--- config.mk ---
export PLATFORM = sky130hd
export DESIGN_NAME = prrs_ctrl
export DESIGN_NICKNAME = d
export VERILOG_FILES = /design/src/design/prrs_pkg.sv /design/src/design/prrs_ctrl.sv
export SDC_FILE = /design/constraint.sdc
export NUM_CORES = 1
export LEC_CHECK = 0
export ABC_AREA = 1
export BUFFER_PORTS_ARGS = -buffer_cell sky130_fd_sc_hd__buf_2
export CELL_PAD_IN_SITES_DETAIL_PLACEMENT = 1
export CELL_PAD_IN_SITES_GLOBAL_PLACEMENT = 1
export CORE_MARGIN = 2
export CORE_UTILIZATION = 28
export CTS_CLUSTER_DIAMETER = 150
export DETAILED_ROUTE_END_ITERATION = 16
export PLACE_DENSITY_LB_ADDON = 0.1
export SETUP_SLACK_MARGIN = 0.5
export SLEW_MARGIN = 25
export SYNTH_ARGS = -nofsm -noshare
export SYNTH_HDL_FRONTEND = slang
export SYNTH_SLANG_ARGS = --single-unit
--- constraint.sdc ---
create_clock -name i_clk -period 1 [get_ports i_clk]
set_input_delay 0.25 -clock i_clk [delete_from_list [all_inputs] [get_ports i_clk]]
set_output_delay 0.25 -clock i_clk [all_outputs]
set_load 0.005 [all_outputs]
--- src/design/prrs_pkg.sv ---
`timescale 1ns / 1ps

package prrs_pkg;

    // Fixed widths of the transfer fields.
    localparam int ENQ_FLOW_W  = 5;
    localparam int SEQ_FIELD_W = 32;

    // Defaults for the top-level parameters.
    localparam int DEF_FLOWS       = 16;
    localparam int DEF_QUEUE_DEPTH = 16;
    localparam int DEF_SEQ_WIDTH   = 32;

    // One input item.
    typedef struct packed {
        logic [ENQ_FLOW_W-1:0]  enq_flow;
        logic [SEQ_FIELD_W-1:0] enq_seq;
        logic                   tx_request;
    } t_in;

    // One result item.
    typedef struct packed {
        logic                   tx_valid;
        logic [ENQ_FLOW_W-1:0]  tx_flow;
        logic [SEQ_FIELD_W-1:0] tx_seq;
        logic                   enq_dropped;
    } t_out;

    // Commands from the controller to the datapath, one per step of the clearing pass or of an item.
    typedef struct packed {
        logic clr;    // clear one flow state entry after reset
        logic latch;  // capture the accepted item
        logic ring;   // take the ready ring head
        logic enq;    // apply the enqueue
        logic srd;    // read the served flow state
        logic pop;    // pop the served flow and requeue it
    } t_cmd;

    // Status from the datapath to the controller.
    typedef struct packed {
        logic clr_last;
    } t_sts;

endpackage

--- src/design/prrs_ctrl.sv ---
`timescale 1ns / 1ps

module prrs_ctrl
    import prrs_pkg::*;
(
    input  logic i_clk,
    input  logic i_rst_n,
    input  logic start,
    input  t_sts i_sts,
    output t_cmd o_cmd,
    output logic busy,
    output logic o_strobe
);

    typedef enum logic [6:0] {
        S_CLEAR = 7'b0000001,
        S_IDLE  = 7'b0000010,
        S_RING  = 7'b0000100,
        S_ENQ   = 7'b0001000,
        S_SRD   = 7'b0010000,
        S_POP   = 7'b0100000,
        S_OUT   = 7'b1000000
    } t_state;

    t_state r_state;
    t_state n_state;

    // Next state: a clearing pass, then a fixed walk through the steps of each item.
    always_comb begin
        n_state = r_state;
        unique case (r_state)
            S_CLEAR: if (i_sts.clr_last) begin
                n_state = S_IDLE;
            end
            S_IDLE: if (start) begin
                n_state = S_RING;
            end
            S_RING:  n_state = S_ENQ;
            S_ENQ:   n_state = S_SRD;
            S_SRD:   n_state = S_POP;
            S_POP:   n_state = S_OUT;
            S_OUT:   n_state = S_IDLE;
            default: n_state = S_CLEAR;
        endcase
    end

    always_ff @(posedge i_clk) begin
        if (!i_rst_n) begin
            r_state <= S_CLEAR;
        end else begin
            r_state <= n_state;
        end
    end

    // Commands follow the state directly.
    always_comb begin
        o_cmd       = '0;
        o_cmd.clr   = (r_state == S_CLEAR);
        o_cmd.latch = (r_state == S_IDLE) && start;
        o_cmd.ring  = (r_state == S_RING);
        o_cmd.enq   = (r_state == S_ENQ);
        o_cmd.srd   = (r_state == S_SRD);
        o_cmd.pop   = (r_state == S_POP);
    end

    assign busy     = (r_state != S_IDLE);
    assign o_strobe = (r_state == S_OUT);

endmodule

==> results.txt <==
root buf cell -> clkbuf_4
Final Critical Period -> 1.50 ns
maxcap violations -> 0
Int Power -> 0.565 mW
Post-DP Area -> 524 sq um
Port Buffers -> 11
Synth Net Count -> 72
worst hold slack -> 0.278 ns
Flop pwr share -> 35.8%
Core Box Area -> 1450 sq um
Largest Register -> r_state
row cnt -> 14
violation count after the first detailed-route iteration -> 9
Tightest Hold Check Type -> input port to flip-flop
die area -> 1840 sq um
fin area -> 810 sq um
top post-synthesis cells by count -> inv_1 (18), nand2_1 (15), nor2_1 (8), dfxtp_1 (7)
Slowest-stage cell, CP -> dfxtp_2
RR Endpoint -> r_state[0]$_SDFFE_PN1P_
top-area cell type share of the netlist area -> 33.0%
total gr overflow -> 0
post-DP HPWL -> 899 microns
synth top area cells -> dfxtp_1 (33%), inv_1 (16%), nand2_1 (13%), nor2_1 (7.1%), nor2_4 (5.3%)
Largest regs -> r_state (7)
TritonCTS buffer count -> 3
Worst Skew -> 0.00259 ns
critical path, cell by cell -> inv_2 -> buf_4 -> nand3_1 -> inv_1 -> nand2_2 -> inv_2 -> buf_2
max-slew violations -> 0
Synth Flop Type -> dfxtp_1
Worst path max stage delay -> 0.33 ns
Worst Path Arrival -> 1.25 ns
Setup crit end kind -> primary output
pin count of the biggest net entering global routing -> 6
Finish-stage setup viols -> 15
# fillers -> 191
hold_buf cts -> 0
Routed Antenna Nets -> 0
hold path cells -> 3
Req. time, crit path -> 0.75 ns
clock power share -> 31.5%
NetSw -> 0.306 mW
share of cells above drive strength 1 -> 71.8%
Largest register FFs -> 7
RSZ-0062 raised after global routing -> true
mapped cell area -> 424 sq um
Clk Latency, worst-skew pair -> 0.26 ns
peak supply drop -> 0.000486 V
family with the most delay on the worst path -> buffers and inverters
synthesis-to-layout area growth -> 90.9%
CTS tree -> built
Avg WL per Cell -> 16.4 microns
Comb pwr share -> 32.7%
DR pass1 iterations -> 4
Worst path most repeated cell -> inv_2
FMAX -> 669 MHz
Power Density -> 1080 nW/um^2
reg2reg setup slack -> -0.40 ns
FFs w/ async S/R, synth -> 0%
Max H-tree Level -> 1
Least-Margin Pin Slew -> 0.283 ns
via count -> 552
Residual DRC -> 0
Syn. warnings -> 0
diode count -> 0
Multi-input gate area -> 275 sq um
Final Hold Violating Endpoints -> 0
number of global-route vias before repair -> 552
Synth Register Bits -> 7
WS Path Type -> flip-flop to primary output
Initial Utilization -> 29.2%
Leak -> 0.462 nW
first-pass GRT wire length -> 2.48 mm
status -> complete, but fails checks
# IOs -> 12
Syn Area/Cell -> 6.24 sq um
period utilization -> 150%
synth unique cells -> 14
Switching Share -> 35.1%
number of synthesized flops with an enable pin -> 0
Post-Synthesis Cells -> 68
sequential area share after synthesis -> 33.0%
worst setup margin -> -0.495 ns
Nets -> 108
gr usage total -> 18.5%
Worst Hold End -> r_state[1]$_SDFFE_PN0P_
CTS clk-pin slew, worst paths -> 0.06 ns
beginning of the worst hold path -> i_rst_n
final WL -> 1.95 mm
reg2reg start -> r_state[5]$_SDFFE_PN0P_
Avg Vias per Cell -> 4.64
failing checks -> negative setup slack
R2R depth -> 11
die height -> 42.9 microns
relative slew slack -> 81.1%
Total Power -> 0.871 mW
Core Util, Final -> 55.7%
initial antenna violation count -> 0
Startpoint Class -> flip-flop
global placement routability congestion -> 0.763
Die X -> 42.9 microns
Reg area -> 148 sq um
Crit Path Max Fanout -> 2
Max Root-Sink Buffers -> 2
Clock Sinks -> 7
TNS Setup -> -5.30 ns
area leader, netlist -> dfxtp_1
Crit path buffers/inverters -> 5
most common cell in the netlist -> inv_1
area by class of cell:
cell class | count | area share, %
multi-input combinational | 39 | 34.0
timing repair buffer | 32 | 32.3
tap | 16 | 2.47
inverter | 21 | 9.74
sequential | 7 | 18.2
clock buffer | 4 | 3.25
worst register-to-register path, cell delays in order, from the launching register on:
cell and delay, ns:
dfxtp_2 0.33, inv_2 0.08, buf_4 0.10, nand3_1 0.09
inv_1 0.11, nand2_2 0.09, buf_4 0.14, buf_4 0.12
nand2_1 0.07, nor2_1 0.05, nand2_1 0.07, nand2_2 0.06
how the worst max path moves through the flow:
stage	from	end	slack, ns	cells past startpoint
5_1_grt	r_state[2]$_SDFFE_PN0P_	o_cmd[2]	-0.54	4
3_3_place_gp	r_state[5]$_SDFFE_PN0P_	r_state[0]$_SDFFE_PN1P_	-0.16	8
6_report	r_state[5]$_SDFFE_PN0P_	o_cmd[1]	-0.50	7
4_1_cts	r_state[5]$_SDFFE_PN0P_	o_cmd[4]	-0.42	6
3_5_place_dp	r_state[5]$_SDFFE_PN0P_	r_state[0]$_SDFFE_PN1P_	-0.18	8
2_1_floorplan	r_state[5]$_SDFFE_PN0P_	o_cmd[3]	-0.03	6
cell families after synthesis:
group                  share of synthesized area [%]
AND/OR/NAND/NOR                                 44.5
buffers and inverters                           20.4
flip-flops                                      33.0
AO/OA/AOI/OAI                                   2.07
routing by layer:
layer	global-route usage [%]	up-vias	wire length (microns)
li1	-	268	-
met1	19.8	264	797
met2	35.2	16	1040
met3	2.98	4	61
met4	7.50	0	48
met5	0	-	0
layout by cell type (no fill, tap or decap), drive strengths merged:
master	synthesis	layout
nand3	3	3
a21oi	1	1
dfxtp	7	7
nor3	2	2
buf	1	32
nand3b	1	1
nand2	18	18
clkbuf	0	4
inv	21	21
nand4	3	3
nor2	11	11
power groups by stage:
stage	registers (mW)	clock network, mW	logic [mW]
final	0.312	0.274	0.285
after global routing	0.314	0.300	0.305
after CTS	0.312	0.267	0.246
after detailed placement	0.319	0	0.198
after global placement	0.318	0	0.198
after floorplan	0.316	0	0.124
what timing repair did:
action | 4_1_cts | 5_1_grt
endpoints found under the hold margin | 0 | 0
resized for setup | 15 | 19
endpoints found under the setup margin | 15 | 15
setup buffers | 11 | 7
pin swaps | 8 | 12
per-stage QoR:
| stage | worst slack [ns] | cells |
|---|---|---|
| after global placement | -0.156 | 97 |
| after global routing | -0.538 | 119 |
| after floorplan | -0.0346 | 68 |
| final | -0.495 | 119 |
| after CTS | -0.422 | 112 |
| after detailed placement | -0.179 | 97 |
No activity file was read; power rests on OpenSTA's default activity.
